--- src/i2cram_pkg.sv ---
`timescale 1ns / 1ps

package i2cram_pkg;

  localparam int WORD_BYTES = 4;
  localparam int CNT_W      = $clog2(WORD_BYTES + 1);
  localparam int SPAN_W     = 7;
  localparam int PADDR_W    = 4;

  localparam logic [1:0] ACT_TICK  = 2'd0;
  localparam logic [1:0] ACT_WRITE = 2'd1;
  localparam logic [1:0] ACT_READ  = 2'd2;

  localparam logic [1:0] ST_OK        = 2'd0;
  localparam logic [1:0] ST_NO_DEVICE = 2'd1;
  localparam logic [1:0] ST_ADDR_NACK = 2'd2;
  localparam logic [1:0] ST_DATA_NACK = 2'd3;

  typedef struct packed {
    logic [1:0]  action;
    logic [31:0] reg_addr;
    logic [31:0] write_data;
    logic        sda_in;
  } cmd_t;

  typedef struct packed {
    logic        scl_low;
    logic        sda_low;
    logic        busy_res;
    logic        done_res;
    logic [1:0]  status;
    logic [31:0] read_data;
  } res_t;

  typedef struct packed {
    logic [7:0] device_address;
    logic [1:0] address_bytes;
    logic [1:0] data_bytes;
    logic [1:0] speed_select;
  } cfg_t;

  function automatic logic [SPAN_W-1:0] speed_span(input logic [1:0] sel);
    logic [SPAN_W-1:0] span;
    case (sel)
      2'd0:    span = SPAN_W'(126);
      2'd1:    span = SPAN_W'(51);
      2'd2:    span = SPAN_W'(4);
      default: span = SPAN_W'(1);
    endcase
    return span;
  endfunction

  function automatic logic [CNT_W-1:0] clamp_len(input logic [1:0] f);
    logic [2:0] n;
    n = {1'b0, f} + 3'd1;
    if (int'(n) > WORD_BYTES) begin
      return CNT_W'(WORD_BYTES);
    end
    return CNT_W'(n);
  endfunction

  function automatic logic [7:0] pick_byte(input logic [31:0] word,
                                           input logic [CNT_W-1:0] count,
                                           input logic [CNT_W-1:0] k);
    logic [7:0]  d;
    logic [31:0] sh;
    d  = 8'(count) - 8'd1 - 8'(k);
    sh = word >> {d[2:0], 3'b000};
    return sh[7:0];
  endfunction

endpackage

--- src/i2cram_cfg.sv ---
`timescale 1ns / 1ps

module i2cram_cfg
  import i2cram_pkg::*;
(
  input  logic               clk,
  input  logic               rst,
  input  logic               psel,
  input  logic               penable,
  input  logic               pwrite,
  input  logic [PADDR_W-1:0] paddr,
  input  logic [31:0]        pwdata,
  output logic [31:0]        prdata,
  output logic               pready,
  output cfg_t               cfg
);

  localparam logic [1:0] REG_DEVICE = 2'd0;
  localparam logic [1:0] REG_ABYTES = 2'd1;
  localparam logic [1:0] REG_DBYTES = 2'd2;
  localparam logic [1:0] REG_SPEED  = 2'd3;

  logic       wr_en;
  logic [1:0] reg_sel;

  assign pready  = 1'b1;
  assign wr_en   = psel && penable && pwrite;
  assign reg_sel = paddr[3:2];

  always_ff @(posedge clk) begin
    if (rst) begin
      cfg <= '0;
    end else if (wr_en) begin
      unique case (reg_sel)
        REG_DEVICE: cfg.device_address <= pwdata[7:0];
        REG_ABYTES: cfg.address_bytes  <= pwdata[1:0];
        REG_DBYTES: cfg.data_bytes     <= pwdata[1:0];
        REG_SPEED:  cfg.speed_select   <= pwdata[1:0];
        default:    cfg.speed_select   <= cfg.speed_select;
      endcase
    end
  end

  always_comb begin
    unique case (reg_sel)
      REG_DEVICE: prdata = {24'd0, cfg.device_address};
      REG_ABYTES: prdata = {30'd0, cfg.address_bytes};
      REG_DBYTES: prdata = {30'd0, cfg.data_bytes};
      REG_SPEED:  prdata = {30'd0, cfg.speed_select};
      default:    prdata = '0;
    endcase
  end

endmodule

--- src/i2cram_seq.sv ---
`timescale 1ns / 1ps

module i2cram_seq
  import i2cram_pkg::*;
(
  input  logic clk,
  input  logic rst,
  input  logic step,
  input  cmd_t cmd,
  input  cfg_t cfg,
  output res_t res_next
);

  localparam logic [3:0] PH_IDLE  = 4'd0;
  localparam logic [3:0] PH_ST_A  = 4'd1;
  localparam logic [3:0] PH_ST_B  = 4'd2;
  localparam logic [3:0] PH_ST_C  = 4'd3;
  localparam logic [3:0] PH_TX_LO = 4'd4;
  localparam logic [3:0] PH_TX_HI = 4'd5;
  localparam logic [3:0] PH_RX_LO = 4'd6;
  localparam logic [3:0] PH_RX_HI = 4'd7;
  localparam logic [3:0] PH_SP_A  = 4'd8;
  localparam logic [3:0] PH_SP_B  = 4'd9;
  localparam logic [3:0] PH_SP_C  = 4'd10;

  localparam logic [2:0] STG_DEV_W = 3'd0;
  localparam logic [2:0] STG_REG   = 3'd1;
  localparam logic [2:0] STG_DATA  = 3'd2;
  localparam logic [2:0] STG_DEV_R = 3'd3;
  localparam logic [2:0] STG_RX    = 3'd4;

  logic [3:0]        phase, phase_next;
  logic [SPAN_W-1:0] half_period_count, half_period_count_next;
  logic [3:0]        bit_index, bit_index_next;
  logic [CNT_W-1:0]  byte_index, byte_index_next;
  logic [7:0]        byte_shift, byte_shift_next;
  logic [31:0]       address_latch, address_latch_next;
  logic [31:0]       data_latch, data_latch_next;
  logic [31:0]       receive_accum, receive_accum_next;
  logic              is_read, is_read_next;
  logic [1:0]        last_status, last_status_next;
  logic [2:0]        stage, stage_next;
  logic [1:0]        pending, pending_next;
  logic [7:0]        act_dev, act_dev_next;
  logic [CNT_W-1:0]  act_nreg, act_nreg_next;
  logic [CNT_W-1:0]  act_ndata, act_ndata_next;
  logic [SPAN_W-1:0] act_span, act_span_next;
  logic              scl_drv, scl_drv_next;
  logic              sda_drv, sda_drv_next;
  logic [31:0]       read_word, read_word_next;
  logic              done;

  always_comb begin
    logic [SPAN_W-1:0] hpc_inc;
    logic [7:0]        shifted;
    logic [CNT_W-1:0]  bidx_inc;
    logic [7:0]        tx_byte;
    logic              tx_go;
    logic              rx_go;
    logic              stop_go;
    logic [1:0]        stop_code;

    phase_next             = phase;
    half_period_count_next = half_period_count;
    bit_index_next         = bit_index;
    byte_index_next        = byte_index;
    byte_shift_next        = byte_shift;
    address_latch_next     = address_latch;
    data_latch_next        = data_latch;
    receive_accum_next     = receive_accum;
    is_read_next           = is_read;
    last_status_next       = last_status;
    stage_next             = stage;
    pending_next           = pending;
    act_dev_next           = act_dev;
    act_nreg_next          = act_nreg;
    act_ndata_next         = act_ndata;
    act_span_next          = act_span;
    scl_drv_next           = scl_drv;
    sda_drv_next           = sda_drv;
    read_word_next         = read_word;
    done                   = 1'b0;
    hpc_inc                = half_period_count + SPAN_W'(1);
    shifted                = '0;
    bidx_inc               = byte_index + CNT_W'(1);
    tx_byte                = '0;
    tx_go                  = 1'b0;
    rx_go                  = 1'b0;
    stop_go                = 1'b0;
    stop_code              = ST_OK;

    if (phase == PH_IDLE) begin
      if (cmd.action == ACT_WRITE || cmd.action == ACT_READ) begin
        is_read_next           = (cmd.action == ACT_READ);
        address_latch_next     = cmd.reg_addr;
        data_latch_next        = cmd.write_data;
        receive_accum_next     = '0;
        act_dev_next           = cfg.device_address;
        act_nreg_next          = clamp_len(cfg.address_bytes);
        act_ndata_next         = clamp_len(cfg.data_bytes);
        act_span_next          = speed_span(cfg.speed_select);
        stage_next             = STG_DEV_W;
        pending_next           = ST_OK;
        byte_index_next        = '0;
        bit_index_next         = '0;
        half_period_count_next = '0;
        phase_next             = PH_ST_A;
      end
    end else if (hpc_inc < act_span) begin
      half_period_count_next = hpc_inc;
    end else begin
      half_period_count_next = '0;
      unique case (phase)
        PH_ST_A: begin
          scl_drv_next = 1'b0;
          sda_drv_next = 1'b0;
          phase_next   = PH_ST_B;
        end
        PH_ST_B: begin
          sda_drv_next = 1'b1;
          phase_next   = PH_ST_C;
        end
        PH_ST_C: begin
          scl_drv_next = 1'b1;
          tx_go        = 1'b1;
          tx_byte      = (stage == STG_DEV_R) ? {act_dev[7:1], 1'b1} : {act_dev[7:1], 1'b0};
        end
        PH_TX_LO: begin
          scl_drv_next = 1'b0;
          phase_next   = PH_TX_HI;
        end
        PH_TX_HI: begin
          scl_drv_next = 1'b1;
          if (bit_index < 4'd8) begin
            shifted         = {byte_shift[6:0], 1'b0};
            byte_shift_next = shifted;
            bit_index_next  = bit_index + 4'd1;
            sda_drv_next    = (bit_index < 4'd7) && !shifted[7];
            phase_next      = PH_TX_LO;
          end else if (cmd.sda_in) begin
            stop_go   = 1'b1;
            stop_code = (stage == STG_REG)  ? ST_ADDR_NACK :
                        (stage == STG_DATA) ? ST_DATA_NACK : ST_NO_DEVICE;
          end else begin
            unique case (stage)
              STG_DEV_W: begin
                stage_next      = STG_REG;
                byte_index_next = '0;
                tx_go           = 1'b1;
                tx_byte         = pick_byte(address_latch, act_nreg, '0);
              end
              STG_REG: begin
                byte_index_next = bidx_inc;
                if (bidx_inc < act_nreg) begin
                  tx_go   = 1'b1;
                  tx_byte = pick_byte(address_latch, act_nreg, bidx_inc);
                end else if (is_read) begin
                  stage_next = STG_DEV_R;
                  phase_next = PH_ST_A;
                end else begin
                  stage_next      = STG_DATA;
                  byte_index_next = '0;
                  tx_go           = 1'b1;
                  tx_byte         = pick_byte(data_latch, act_ndata, '0);
                end
              end
              STG_DATA: begin
                byte_index_next = bidx_inc;
                if (bidx_inc < act_ndata) begin
                  tx_go   = 1'b1;
                  tx_byte = pick_byte(data_latch, act_ndata, bidx_inc);
                end else begin
                  stop_go = 1'b1;
                end
              end
              default: begin
                stage_next      = STG_RX;
                byte_index_next = '0;
                rx_go           = 1'b1;
              end
            endcase
          end
        end
        PH_RX_LO: begin
          scl_drv_next = 1'b0;
          phase_next   = PH_RX_HI;
        end
        PH_RX_HI: begin
          scl_drv_next = 1'b1;
          if (bit_index < 4'd8) begin
            byte_shift_next = {byte_shift[6:0], cmd.sda_in};
            bit_index_next  = bit_index + 4'd1;
            if (bit_index == 4'd7) begin
              sda_drv_next = ({1'b0, byte_index} + 1'b1) < {1'b0, act_ndata};
            end
            phase_next = PH_RX_LO;
          end else begin
            receive_accum_next = {receive_accum[23:0], byte_shift};
            byte_index_next    = bidx_inc;
            if (bidx_inc < act_ndata) begin
              rx_go = 1'b1;
            end else begin
              stop_go = 1'b1;
            end
          end
        end
        PH_SP_A: begin
          scl_drv_next = 1'b0;
          phase_next   = PH_SP_B;
        end
        PH_SP_B: begin
          sda_drv_next = 1'b0;
          phase_next   = PH_SP_C;
        end
        default: begin
          // end of stop
          phase_next       = PH_IDLE;
          last_status_next = pending;
          if (pending == ST_OK && is_read) begin
            read_word_next = receive_accum;
          end
          done = 1'b1;
        end
      endcase
    end

    if (tx_go) begin
      byte_shift_next = tx_byte;
      bit_index_next  = '0;
      sda_drv_next    = !tx_byte[7];
      phase_next      = PH_TX_LO;
    end
    if (rx_go) begin
      sda_drv_next    = 1'b0;
      bit_index_next  = '0;
      byte_shift_next = '0;
      phase_next      = PH_RX_LO;
    end
    if (stop_go) begin
      pending_next = stop_code;
      scl_drv_next = 1'b1;
      sda_drv_next = 1'b1;
      phase_next   = PH_SP_A;
    end
  end

  always_ff @(posedge clk) begin
    if (rst) begin
      phase             <= PH_IDLE;
      half_period_count <= '0;
      bit_index         <= '0;
      byte_index        <= '0;
      byte_shift        <= '0;
      address_latch     <= '0;
      data_latch        <= '0;
      receive_accum     <= '0;
      is_read           <= 1'b0;
      last_status       <= ST_OK;
      stage             <= STG_DEV_W;
      pending           <= ST_OK;
      act_dev           <= '0;
      act_nreg          <= CNT_W'(1);
      act_ndata         <= CNT_W'(1);
      act_span          <= SPAN_W'(1);
      scl_drv           <= 1'b0;
      sda_drv           <= 1'b0;
      read_word         <= '0;
    end else if (step) begin
      phase             <= phase_next;
      half_period_count <= half_period_count_next;
      bit_index         <= bit_index_next;
      byte_index        <= byte_index_next;
      byte_shift        <= byte_shift_next;
      address_latch     <= address_latch_next;
      data_latch        <= data_latch_next;
      receive_accum     <= receive_accum_next;
      is_read           <= is_read_next;
      last_status       <= last_status_next;
      stage             <= stage_next;
      pending           <= pending_next;
      act_dev           <= act_dev_next;
      act_nreg          <= act_nreg_next;
      act_ndata         <= act_ndata_next;
      act_span          <= act_span_next;
      scl_drv           <= scl_drv_next;
      sda_drv           <= sda_drv_next;
      read_word         <= read_word_next;
    end
  end

  assign res_next.scl_low   = scl_drv_next;
  assign res_next.sda_low   = sda_drv_next;
  assign res_next.busy_res  = (phase_next != PH_IDLE);
  assign res_next.done_res  = done;
  assign res_next.status    = last_status_next;
  assign res_next.read_data = read_word_next;

endmodule

--- src/i2c_register_access_master_unit.sv ---
`timescale 1ns / 1ps

// I2C register-access master. Every command beat is one tick of the bus
// sequencer and yields exactly one result beat carrying the pin drives,
// busy/done flags, status and last read word after that tick. A beat is taken
// every cycle and its result appears in the output register in the cycle
// after; only a stalled, full output register holds the command side back.
// Bus timing counts beats, not clocks: each half-phase spans the selected delay
// (125, 50, 3 or 0) plus one beats. The user writes configuration through
// the APB port while no transaction is running; the block does not enforce it.
module i2c_register_access_master_unit
  import i2cram_pkg::*;
(
  input  logic               clk,
  input  logic               rst,
  input  logic               cmd_valid,
  output logic               cmd_stall,
  input  cmd_t               cmd,
  output logic               res_valid,
  input  logic               res_stall,
  output res_t               res,
  input  logic               psel,
  input  logic               penable,
  input  logic               pwrite,
  input  logic [PADDR_W-1:0] paddr,
  input  logic [31:0]        pwdata,
  output logic [31:0]        prdata,
  output logic               pready
);

  cfg_t cfg;
  res_t res_next;
  logic step;

  assign cmd_stall = res_valid && res_stall;
  assign step      = cmd_valid && !cmd_stall;

  i2cram_cfg u_cfg (
    .clk     (clk),
    .rst     (rst),
    .psel    (psel),
    .penable (penable),
    .pwrite  (pwrite),
    .paddr   (paddr),
    .pwdata  (pwdata),
    .prdata  (prdata),
    .pready  (pready),
    .cfg     (cfg)
  );

  i2cram_seq u_seq (
    .clk      (clk),
    .rst      (rst),
    .step     (step),
    .cmd      (cmd),
    .cfg      (cfg),
    .res_next (res_next)
  );

  always_ff @(posedge clk) begin
    if (rst) begin
      res_valid <= 1'b0;
    end else if (step) begin
      res_valid <= 1'b1;
    end else if (!res_stall) begin
      res_valid <= 1'b0;
    end
  end

  always_ff @(posedge clk) begin
    if (step) begin
      res <= res_next;
    end
  end

`ifndef SYNTHESIS
  a_step_fills_output : assert property (@(posedge clk) disable iff (rst)
    step |=> res_valid)
    else $error("accepted command beat left no result beat");

  a_done_not_busy : assert property (@(posedge clk) disable iff (rst)
    (res_valid && res.done_res) |-> !res.busy_res)
    else $error("done flagged while still busy");

  a_idle_released : assert property (@(posedge clk) disable iff (rst)
    (res_valid && !res.busy_res) |-> (!res.scl_low && !res.sda_low))
    else $error("bus lines driven while idle");
`endif

endmodule
--- config.mk ---
export PLATFORM = sky130hd
export DESIGN_NAME = i2c_register_access_master_unit
export DESIGN_NICKNAME = d
export VERILOG_FILES = /design/src/i2cram_pkg.sv /design/src/i2cram_cfg.sv /design/src/i2cram_seq.sv /design/src/i2c_register_access_master_unit.sv
export SDC_FILE = /design/constraint.sdc
export NUM_CORES = 1
export LEC_CHECK = 0
export BUFFER_PORTS_ARGS = -buffer_cell sky130_fd_sc_hd__buf_4
export CAP_MARGIN = 30
export CORE_AREA = 3 3 174 176
export CTS_BUF_LIST = sky130_fd_sc_hd__clkbuf_8
export DETAILED_ROUTE_END_ITERATION = 16
export DIE_AREA = 0 0 177 179
export SETUP_SLACK_MARGIN = 0.5
export SYNTH_ARGS = -nofsm -noshare
export SYNTH_HDL_FRONTEND = slang
export SYNTH_SLANG_ARGS = --single-unit
--- constraint.sdc ---
create_clock -name clk -period 3.1 [get_ports clk]
set_input_delay 0.62 -clock clk [delete_from_list [all_inputs] [get_ports clk]]
set_output_delay 0.62 -clock clk [all_outputs]
set_load 0.05 [all_outputs]
* After elaboration in Yosys (flattened, before gate mapping)
Cells that the tools add are included.
Operators by class: shifts and indexed selects 4, multiplexer cells 132, add/subtract/negate cells 10, order comparisons 8, reduce and logical (&&, ||, !) cells 43, eq/ne operators 36
Operators with widths (count):
- 2-to-1 mux 32 bit | 9
- one-hot mux 32 bit (4 select lines) | 1
- >> shifter 32 x 6 -> 8 bit | 4
- 2-to-1 mux 8 bit | 13
- 2-to-1 mux 4 bit | 19
- 2-to-1 mux 3 bit | 18
- 2-to-1 mux 1 bit | 42
- one-hot mux 4 bit (9 select lines) | 1
- one-hot mux 8 bit (2 select lines) | 2
- 2-to-1 mux 2 bit | 13
- one-hot mux 8 bit (3 select lines) | 1
- 2-to-1 mux 7 bit | 3
- one-hot mux 7 bit (3 select lines) | 1
- equality test 4 x 3 -> 1 bit (second input constant) | 5
- nonzero test 4 bit | 4
- != test 3 x 2 -> 1 bit (second input constant) | 4
- one-hot mux 3 bit (2 select lines) | 2
- != test 2 x 1 -> 1 bit (second input constant) | 5
- AND reduction 2 bit | 5
- AND reduction 5 bit | 2
- one-hot mux 3 bit (3 select lines) | 1
- OR reduction 9 bit | 1
- equality test 2 bit (second input constant) | 4
- equality test 4 x 2 -> 1 bit (second input constant) | 2
- other kinds (41) | 71
Storage, ports and cells: bits in registers 238, output and inout bits 73, bits of input ports 110

* Logic depth before layout (Yosys ltp)
Gate-level depths: netlist of the first run.
depth in word-level cells 14, depth in mapped cells 14, depth with buffers taken out 11

* Cells and area by module
Synthesis of the first run repeated with hierarchy kept, for this count alone.
Unflattened totals: cells, all modules 1232, area, all modules 11260.8 um^2
By module, submodules not included:
- i2cram_seq | instances 1, area each 9172.5 um^2, sequential area each 3623.5 um^2, cells each 1093
- i2c_register_access_master_unit | instances 1, area each 1187.4 um^2, sequential area each 1161.1 um^2, cells each 43
- i2cram_cfg | instances 1, area each 900.9 um^2, sequential area each 280.3 um^2, cells each 96

* Least setup slack after synthesis of the first run
No wires, ideal clock.
kind reg2reg, start point register u_seq.act_ndata[0], end point register u_seq.byte_shift[7], setup time 0.117 ns, setup slack -0.204 ns, data arrival time 3.187 ns, clock period less this slack 3.304 ns, cell stages (with the launch flop) 11, cell sequence dfxtp_1 > clkbuf_1 > inv_1 > ha_1 > fa_1 > clkbuf_8 > mux4_1 > and4_4 > a41o_1 > or4b_4 > a32o_1
Between the ends: longest elaborated chain between the ends 12, elaborated cells on any way between the ends 33
RTL lines:
- start: declaration | RTL line i2cram_seq.sv:46 | logic [CNT_W-1:0] act_ndata, act_ndata_next;
- start signal: assignment | RTL line i2cram_seq.sv:283 | act_ndata <= act_ndata_next;
- subtractor 3 x 1 -> 3 bit | RTL line i2cram_pkg.sv:67 | d = 8'(count) - 8'd1 - 8'(k);
- subtractor 3 bit or >> shifter 32 x 6 -> 8 bit (tied branches) | RTL line i2cram_pkg.sv:67, i2cram_pkg.sv:68
- >> shifter 32 x 6 -> 8 bit or 2-to-1 mux 8 bit (tied branches) | RTL line i2cram_pkg.sv:68, i2cram_seq.sv:157
- 2-to-1 mux 8 bit, on equally long branches | RTL line i2cram_seq.sv:169, i2cram_seq.sv:154
- one-hot mux 8 bit (3 select lines) | RTL line i2cram_seq.sv:145 | unique case (stage)
- 2-to-1 mux 8 bit | RTL line i2cram_seq.sv:140 | end else if (cmd.sda_in) begin
- 2-to-1 mux 8 bit | RTL line i2cram_seq.sv:134 | if (bit_index < 4'd8) begin
- one-hot mux 8 bit (2 select lines) | RTL line i2cram_seq.sv:113 | unique case (phase)
- 2-to-1 mux 8 bit | RTL line i2cram_seq.sv:109 | end else if (hpc_inc < act_span) begin
- 2-to-1 mux 8 bit | RTL line i2cram_seq.sv:92 | if (phase == PH_IDLE) begin
- 2-to-1 mux 8 bit | RTL line i2cram_seq.sv:227 | if (tx_go) begin
- 2-to-1 mux 8 bit | RTL line i2cram_seq.sv:233 | if (rx_go) begin
- end signal: assignment | RTL line i2cram_seq.sv:273 | byte_shift <= byte_shift_next;
- end: declaration | RTL line i2cram_seq.sv:36 | logic [7:0] byte_shift, byte_shift_next;
Several ways; a longest one is shown, not always the timed one. A chain may end at the register's enable or synchronous reset.

==> results of run 1 <==
-- layout by cell type (no fill, tap or decap), types with 6 or more instances in the layout --
| cell | instances |
|---|---|
| and2_1 | 7 |
| dfxtp_1 | 186 |
| inv_1 | 39 |
| a21oi_1 | 167 |
| edfxtp_1 | 38 |
| buf_6 | 16 |
| buf_4 | 187 |
| nand2_1 | 300 |
| buf_12 | 13 |
| nor3_1 | 13 |
| dfxtp_4 | 6 |
| a31oi_1 | 15 |
| o21ai_0 | 23 |
| mux2_2 | 28 |
| mux2_4 | 6 |
| mux2i_1 | 7 |
| mux4_2 | 34 |
| clkbuf_8 | 49 |
| nor2_1 | 33 |
| nand2_2 | 10 |
| conb_1 | 25 |
| buf_16 | 6 |
| ha_1 | 14 |
| and3_1 | 10 |
| nand3_1 | 53 |
| nor2b_1 | 6 |
| a21o_1 | 9 |
| a22o_1 | 6 |
| a21oi_2 | 13 |
-- what timing repair did --
action / CTS / global route
gates cloned: 6 / 3
buffers inserted: 28 / 12
pin swaps: 31 / 37
endpoints found under the hold margin: 0 / 0
resized for setup: 87 / 61
endpoints found under the setup margin: 131 / 136
-- worst max-delay path by stage --
stage                                            startpoint                                to  slack [ps]  cells after the start
finish                     u_seq.byte_index[0]$_SDFFE_PP0P_                 res[36]$_DFFE_PP_         290                      7
global route        u_seq.half_period_count[0]$_SDFFE_PP0P_  u_seq.byte_shift[2]$_SDFFE_PP0P_         210                     13
CTS                 u_seq.half_period_count[1]$_SDFFE_PP0P_                 res[24]$_DFFE_PP_         300                     14
detailed placement          u_seq.act_ndata[1]$_SDFFE_PP0P_                 res[36]$_DFFE_PP_         160                      8
global placement            u_seq.act_ndata[1]$_SDFFE_PP0P_                 res[36]$_DFFE_PP_         170                      8
floorplan                   u_seq.act_ndata[0]$_SDFFE_PP1P_  u_seq.byte_shift[7]$_SDFFE_PP0P_         310                     10
-- critical path: stages (launching register included) --
cell,delay [ps]
dfxtp_4,370
ha_4,260
fa_2,610
mux4_2,320
and4_4,170
a41o_1,200
or4b_4,520
a22oi_2,210
-- power groups by stage --
stage	clock network, mW	registers, mW	logic, mW
finish	2.79	3.26	1.41
global route	3.03	3.27	1.51
CTS	2.87	3.25	1.33
detailed placement	0	3.32	1.15
global placement	0	3.32	1.15
floorplan	0	3.39	0.722
-- cell type report --
cell class	count	share of cell area (%)
clock buffers	49	4.49
repair buffers	226	13.9
inverters	26	0.666
well taps	384	3.20
clock inverters	26	1.01
multi-input cells	935	42.9
flip-flops and latches	234	33.9
-- logic make-up (layout without fill, tap and decap cells) --
| logic type | Yosys count | count (layout) | synth area share, % |
|---|---|---|---|
| DFF | 234 | 234 | 44.0 |
| and+or+nand+nor | 493 | 493 | 19.1 |
| muxes | 75 | 75 | 10.7 |
| AOI/OAI and AO/OA | 309 | 309 | 16.2 |
| adders and majority gates | 23 | 23 | 2.61 |
| other | 2 | 25 | 0.0653 |
| buffers and inverters | 144 | 327 | 6.12 |
| xor gates and xnor gates | 10 | 10 | 1.14 |
-- per-layer routing --
layer	share of wire [%]	vias up	wire, um	global-route usage (%)
li1	-	4880	-	-
met1	42	4805	13600	24.8
met2	49	322	15900	33.2
met3	5.6	77	1830	3.32
met4	3.3	0	1060	7.30
met5	0	-	0	0
-- flip-flops by register name (all words and copies together) (netlist names), 8 cells and up --
name                 flops
res                     38
u_seq.read_word         32
u_seq.receive_accum     32
u_seq.byte_shift         8
u_cfg.cfg               14
u_seq.data_latch        32
u_seq.address_latch     32
-- metrics by stage --
step | power, mW | util, % | hold WS [ps] | area (um^2) | std cells
5_1_grt | 7.81 | 52.2 | 268 | 15000 | 1880
4_1_cts | 7.45 | 50.8 | 259 | 14600 | 1865
2_1_floorplan | 4.11 | - | 423 | 11700 | 1313
6_report | 7.45 | 52.2 | 288 | 15000 | 1880
3_5_place_dp | 4.48 | 45.2 | 443 | 13000 | 1756
3_3_place_gp | 4.47 | 45.2 | 436 | 13000 | 1756
-- synth_stat cells (8+ instances only) --
master	n
mux4_2	32
clkbuf_1	70
nand3_1	56
buf_2	10
o21ai_0	27
nor3_1	17
a31oi_1	19
mux2_2	34
and3_1	11
edfxtp_1	38
dfxtp_1	196
ha_1	20
a21oi_1	181
nand2_1	312
o32ai_1	8
nor2_1	41
inv_1	25
a21o_1	9
buf_4	25
==> metrics.txt, run 1 <==
status finished, final reports clean; RSZ-0062 raised after global routing yes; register area 0.00509 mm^2; full die area 0.0317 mm^2; sequential power share 43.7%; top cell type's share of synthesized area 34.1%; slew at the pin closest to its max-slew limit 785 ps; Worst Skew 31.5 ps; GRT Resource Usage Total 19.5%; Worst EP arrival 3190 ps; cell count after synthesis 1290; drt first pass iters 5; r2r setup slk 290 ps; clk buf depth 3; drt initial violations 779; setup slack after layout 287 ps; cells on worst reg2reg path 7; Synth warnings 0; multi-input logic area 0.00644 mm^2; peak supply drop 0.000255 V; Final Hold Viols 0; ranking of synthesized cells by area dfxtp_1 (34%), nand2_1 (10%), edfxtp_1 (9.9%), a21oi_1 (7.9%), mux4_2 (6.3%); TritonCTS buffer count 42; hold wc startpoint cmd_valid; global-route wire length before repair 49900 um; CTS H-tree lvls 2; hold crit path type in2reg; Post-synth EDFFs 38; critical path data required time 3480 ps; antenna-violating nets left 0; PD cells 496 mW/mm^2; fin crit period 2810 ps; Rel. slew slack 47.5%; reg-to-reg startpoint u_seq.byte_index[0]$_SDFFE_PP0P_; CP endpoint kind flip-flop; part of the power in the clock network 37.4%; FP Rows 62; Mapped Area 0.0115 mm^2; drt wl/cell 17.3 um; fin crit share 90.8%; width of the die 177 um; Cell variety after synth 89; Clock Latency Late Sink 550 ps; Placer Congestion 0.916; Via Count 10084; Leak Pwr 5.68 nW; Peak Freq 355 MHz; CTS Sinks 234; share of layout cells above drive strength 1 31.4%; Yosys reg bits 234; sequential element share of the synthesized area 44.0%; Starting Density 40.0%; CTS Hold Bufs 0; core box area 0.0288 mm^2; dpl hpwl 21000 um; Max-Cap Viols 0; crit start category flip-flop; Synth area leader dfxtp_1; Synth async-reset ratio 0%; worst hold path depth 2; Final TNS setup 0 ps; final setup fails 0; CTS root buf clkbuf_8; FF-to-FF End res[36]$_DFFE_PP_; largest net degree at the start of global routing 81; Pint 5.29 mW; CTS tree yes; grt total ovfl 0; switch share 29.0%; Residual DRC 0; die height 179 um; diode count 0; Final Max Tran Viols 0; Area growth syn-to-layout 30.7%; Layout Nets 1597; pre-CTS WS 164 ps; hold endpoint res_valid$_SDFFE_PP0P_; Worst-path clk slew 60 ps; combinational share of power 18.9%; # IOs 183; Post-synth top flop dfxtp_1; synthesized area per cell 8.92 um^2; Crit Path Category reg2reg; crit-path max FO 5; switching pwr 2.16 mW; vias in the first global route 9553; PortBufs 131; Fill cells 2636; Vias/cell 5.36; DRT Wirelength 32500 um; initial antenna violation count 0
No activity file was read; power rests on OpenSTA's default activity.
==> inputs of run 2 (changes only) <==
BUFFER_PORTS_ARGS = default   (was -buffer_cell sky130_fd_sc_hd__buf_4)
CORE_AREA = 2 2 173 175   (was 3 3 174 176)
CTS_BUF_LIST = default   (was sky130_fd_sc_hd__clkbuf_8)
DIE_AREA = 0 0 175 177   (was 0 0 177 179)
DONT_BUFFER_PORTS = 1   (was default)
==> metrics.txt, run 2 (same netlist as run 1, synthesis figures left out) <==
CTS tree yes (unchanged); Final Max Tran Viols 0 (unchanged); Top Family by Delay on Critical Path compound AO/OA/AOI/OAI gates (was adder cells); # IOs 183 (unchanged); clk buf depth 3 (unchanged); WL met3 1440 um (was 1830 um); Top reg by flops res (unchanged); Via Count 9520 (was 10084); sequential power share 44.7% (was 43.7%); Largest register FFs 38 (unchanged); cells on worst reg2reg path 12 (was 7); final core utilization 47.7% (was 52.2%); die height 177 um (was 179 um); r2r setup slk 290 ps (about the same); Met1 Wirelength 13800 um (was 13600 um); Worst EP arrival 3080 ps (was 3190 ps); Residual DRC 0 (unchanged); GRT Resource Usage Total 19.1% (was 19.5%); Vias/cell 5.55 (was 5.36); Final Hold Viols 0 (unchanged); crit start category flip-flop (unchanged); Area growth syn-to-layout 21.3% (was 30.7%); share of layout cells above drive strength 1 23.2% (was 31.4%); Worst Path Buf+Inv 3 (was 0); peak supply drop 0.000381 V (was 0.000255 V); largest net degree at the start of global routing 191 (was 81); PortBufs 0 (was 131); CP Launch Point u_seq.half_period_count[0]$_SDFFE_PP0P_ (was u_seq.byte_index[0]$_SDFFE_PP0P_); width of the die 175 um (was 177 um); top routing layer used met4 (unchanged); drt first pass iters 7 (was 5); Worst-path clk slew 60 ps (about the same); Slowest Stage Delay on Critical Path 370 ps (was 610 ps); Peak Freq 356 MHz (was 355 MHz); Crit Path Category reg2reg (unchanged); Max-Cap Viols 0 (unchanged); CP endpoint kind flip-flop (unchanged); CTS Sinks 234 (unchanged); worst hold path depth 1 (was 2); RSZ-0062 raised after global routing yes (unchanged); Pwr Total 7.49 mW (was 7.45 mW); switching pwr 2.07 mW (was 2.16 mW); antenna-violating nets left 0 (unchanged); commonest cells after routing, fill and taps aside nand2_1 (297), dfxtp_1 (185), a21oi_1 (176) (was nand2_1 (300), buf_4 (187), dfxtp_1 (186)); grt total ovfl 0 (unchanged); diode count 0 (unchanged); combinational share of power 15.2% (was 18.9%); FP Rows 63 (was 62); drt initial violations 669 (was 779); switch share 27.6% (was 29.0%); fin crit share 90.6% (was 90.8%); CTS H-tree lvls 1 (was 2); full die area 0.0310 mm^2 (was 0.0317 mm^2); dpl hpwl 20100 um (was 21000 um); CTS root buf clkbuf_16 (was clkbuf_8); Final TNS setup 0 ps (unchanged); final setup fails 0 (unchanged); core box area 0.0292 mm^2 (was 0.0288 mm^2); critical path data required time 3370 ps (was 3480 ps); FF-to-FF End res[7]$_DFFE_PP_ (was res[36]$_DFFE_PP_); crit-path max FO 8 (was 5); CP max-delay cell dfxtp_4 (was fa_2); Starting Density 39.3% (was 40.0%); commonest non-fill, non-tap cell in the layout nand2_1 (unchanged); Rel. slew slack 44.4% (was 47.5%); Placer Congestion 0.938 (was 0.916); PD cells 537 mW/mm^2 (was 496 mW/mm^2); drt wl/cell 18.3 um (was 17.3 um); hold crit path type in2reg (unchanged); met2 WL 15500 um (was 15900 um); fin crit period 2810 ps (about the same); Worst Skew 19.4 ps (was 31.5 ps); vias in the first global route 8698 (was 9553); part of the power in the clock network 40.1% (was 37.4%); Layout Nets 1437 (was 1597); DRT Wirelength 31400 um (was 32500 um); Pint 5.42 mW (was 5.29 mW); slew at the pin closest to its max-slew limit 832 ps (was 785 ps); hold endpoint u_seq.half_period_count[2]$_SDFFE_PP0P_ (was res_valid$_SDFFE_PP0P_); Leak Pwr 4.87 nW (was 5.68 nW); CTS Hold Bufs 0 (unchanged); global-route wire length before repair 48000 um (was 49900 um); status finished, final reports clean (unchanged); reg-to-reg startpoint u_seq.half_period_count[0]$_SDFFE_PP0P_ (was u_seq.byte_index[0]$_SDFFE_PP0P_); Clock Latency Late Sink 530 ps (was 550 ps); CP Cell Sequence and3_4, nand3_4, xnor2_2, ha_2, o21a_1, o2bb2ai_4, a21o_1, buf_12, nor2_4, buf_6, buf_16, mux2_4 (was ha_4, fa_2, mux4_2, and4_4, a41o_1, or4b_4, a22oi_2); initial antenna violation count 0 (unchanged); hold wc startpoint rst (was cmd_valid); TritonCTS buffer count 26 (was 42)
==> run 2: cell count changes in the layout (fill, tap and decap cells not counted), moves of 9 or more <==
cell | before | now
mux2_4 | 6 | 32
mux2_2 | 28 | 2
clkbuf_8 | 49 | 2
buf_4 | 187 | 54
inv_1 | 39 | 20
a21oi_1 | 167 | 176
clkbuf_16 | 2 | 31
==> run 2: through the flow <==
stage	hold slack, ps	instances	setup slack, ps	cell area, um^2
global placement	435	1628	190	12000
CTS	149	1697	247	13400
global route	150	1715	199	14000
finish	173	1715	292	14000
floorplan	423	1313	312	11700
detailed placement	439	1628	153	12000
==> run 2: final cells by class <==
cell class | count | area, um^2
clock buffer | 36 | 751
clock inverter | 12 | 86.3
fill | 2730 | 15300
inverter | 26 | 100
multi-input combinational | 935 | 6530
sequential | 234 | 5090
tap | 390 | 488
timing repair buffer | 82 | 911
==> run 2: worst max path at each step <==
stage,end,slack (ps),depth (start not counted)
4_1_cts,res[19]$_DFFE_PP_,250,13
2_1_floorplan,u_seq.byte_shift[7]$_SDFFE_PP0P_,310,10
3_3_place_gp,res[36]$_DFFE_PP_,190,11
6_report,res[7]$_DFFE_PP_,290,12
3_5_place_dp,res[36]$_DFFE_PP_,150,11
5_1_grt,res[24]$_DFFE_PP_,200,11
==> run 2: what timing repair did <==
action | CTS | global route
setup buffers | 18 | 14
setup endpoints to repair | 127 | 135
endpoints found under the hold margin | 0 | 0
pin swaps | 15 | 31
gates cloned | 3 | 4
resized for setup | 73 | 82
==> run 2: routing by layer <==
layer,global-route usage (%),up-vias
li1,-,4549
met1,25.9,4635
met2,32.1,290
met3,2.58,46
met4,4.97,0
met5,0,-
==> run 2: power by group through the flow <==
stage          Clock [mW]  Combinational [mW]  Sequential [mW]
6_report             3.01                1.14             3.35
4_1_cts              3.07               0.977             3.35
3_5_place_dp            0               0.926             3.42
3_3_place_gp            0               0.915             3.41
2_1_floorplan           0               0.722             3.39
5_1_grt              3.19                1.21             3.36
==> inputs of run 3 (changes only) <==
GPL_ROUTABILITY_DRIVEN = 0   (was default)
clock period = 3.6 ns   (was 3.1 ns; I/O delays follow)
==> metrics.txt, run 3 (same netlist as run 1, synthesis figures left out) <==
CTS Hold Bufs 0 (unchanged); Peak Freq 331 MHz (was 356 MHz); crit start category flip-flop (unchanged); Via Count 9086 (was 9520); full die area 0.0310 mm^2 (unchanged); FP Rows 63 (unchanged); grt total ovfl 0 (unchanged); Worst EP arrival 3380 ps (was 3080 ps); Layout Nets 1391 (was 1437); share of layout cells above drive strength 1 14.9% (was 23.2%); core box area 0.0292 mm^2 (unchanged); CTS Sinks 234 (unchanged); TritonCTS buffer count 26 (unchanged); CTS H-tree lvls 1 (unchanged); crit-path max FO 4 (was 8); Slowest Stage Delay on Critical Path 590 ps (was 370 ps); fin crit period 3020 ps (was 2810 ps); Leak Pwr 4.45 nW (was 4.87 nW); CP Cell Sequence inv_1, ha_1, fa_1, mux4_1, and4_4, a41o_1, or4b_4, a22oi_2 (was and3_4, nand3_4, xnor2_2, ha_2, o21a_1, o2bb2ai_4, a21o_1, buf_12, nor2_4, buf_6, buf_16, mux2_4); fin crit share 84.0% (was 90.6%); antenna-violating nets left 0 (unchanged); Clock Latency Late Sink 530 ps (about the same); Placed Cells 1616 (was 1628); drt first pass iters 5 (was 7); status finished, final reports clean (unchanged); clk buf depth 3 (unchanged); Vias/cell 5.44 (was 5.55); largest net degree at the start of global routing 191 (unchanged); critical path data required time 3960 ps (was 3370 ps); Final Max Tran Viols 0 (unchanged); Final Hold Viols 0 (unchanged); commonest cells after routing, fill and taps aside nand2_1 (311), dfxtp_1 (194), a21oi_1 (181) (was nand2_1 (297), dfxtp_1 (185), a21oi_1 (176)); width of the die 175 um (unchanged); RSZ-0062 raised after global routing no (was yes); hold crit path type in2reg (unchanged); CP max-delay cell fa_1 (was dfxtp_4); global-route wire length before repair 46000 um (was 48000 um); worst hold path depth 1 (unchanged); drt wl/cell 17.4 um (was 18.3 um); CTS root buf clkbuf_16 (unchanged); cells on worst reg2reg path 8 (was 12); # IOs 183 (unchanged); CP endpoint kind flip-flop (unchanged); drt initial violations 619 (was 669); PD cells 492 mW/mm^2 (was 537 mW/mm^2); commonest non-fill, non-tap cell in the layout nand2_1 (unchanged); initial antenna violation count 0 (unchanged); Final TNS setup 0 ps (unchanged); register area 0.00507 mm^2 (was 0.00509 mm^2); Top reg by flops res (unchanged); fin cells 1669 (was 1715); vias in the first global route 8551 (was 8698); Post-DP Area 0.0117 mm^2 (was 0.0120 mm^2); cell area after layout 0.0128 mm^2 (was 0.0140 mm^2); slew at the pin closest to its max-slew limit 806 ps (was 832 ps); GRT Resource Usage Total 18.3% (was 19.1%); diode count 0 (unchanged); Worst Skew 14.2 ps (was 19.4 ps); PortBufs 0 (unchanged); CTS tree yes (unchanged); peak supply drop 0.000334 V (was 0.000381 V); Fill cells 2917 (was 2730); Crit Path Category reg2reg (unchanged); Rel. slew slack 44.9% (was 44.4%); final setup fails 0 (unchanged); dpl hpwl 19900 um (was 20100 um); Largest register FFs 38 (unchanged); Residual DRC 0 (unchanged); Max-Cap Viols 0 (unchanged); Starting Density 39.3% (unchanged); Worst-path clk slew 60 ps (about the same); die height 177 um (unchanged); DRT Wirelength 29000 um (was 31400 um); multi-input logic area 0.00594 mm^2 (was 0.00653 mm^2); Area growth syn-to-layout 10.8% (was 21.3%)
-- run 3: changes by cell type in the layout (fill, tap and decap cells not counted), sizes merged --
cell and delta:
bufinv +2, buf -43, inv -1, clkbuf -5
clkinv +1
-- run 3: worst max-delay path: cells and delay by family (launching register included) --
kind	cells	cell delay (ps)
fa+ha+maj	2	930
simple gates	2	700
compound gates	2	420
flops	1	360
mux	1	340
buf+inv	1	100
-- run 3: layer usage --
metal	part of all wire, %	global-route usage (%)
met2	48	30.7
met4	2.6	4.83
met3	5.1	2.96
met1	45	24.5
met5	0	0
-- run 3: final cells by class --
type                       count  share of cell area, %
multi-input combinational    935                   46.6
sequential                   234                   39.7
clock buffer                  34                   5.50
tap                          390                   3.83
timing repair buffer          36                   2.32
clock inverter                14                   1.24
inverter                      26                  0.765
-- run 3: power by group --
group,switching [mW],internal [mW]
clock,1.06,1.59
sequential,0.149,2.74
combinational,0.480,0.257
total,1.69,4.59
-- run 3: timing repair --
| action | 4_1_cts | 5_1_grt |
|---|---|---|
| pin swaps | 3 | 5 |
| gates cloned | 0 | 0 |
| resized for setup | 4 | 19 |
| endpoints found under the setup margin | 94 | 129 |
| setup buffers | 1 | 4 |
-- run 3: path summary, 6_finish.rpt --
| path | startpoint | end | slack (ps) |
|---|---|---|---|
| max | u_seq.act_ndata[1]$_SDFFE_PP0P_ | res[36]$_DFFE_PP_ | 580 |
| min | rst | u_cfg.cfg[13]$_SDFFE_PP0P_ | 260 |
| max reg2reg | u_seq.act_ndata[1]$_SDFFE_PP0P_ | res[36]$_DFFE_PP_ | 580 |
| min reg2reg | u_seq.read_word[16]$_SDFFE_PP0P_ | u_seq.read_word[16]$_SDFFE_PP0P_ | 450 |
-- run 3: stage by stage --
step                util [%]  hold WS [ps]  power [mW]  setup WS [ps]
floorplan                  -           423        3.52            518
global placement        40.2           436        3.66            339
detailed placement      40.2           441        3.66            277
CTS                     43.2           255        6.33            448
global route            43.6           255        6.51            522
finish                  43.6           264        6.28            576
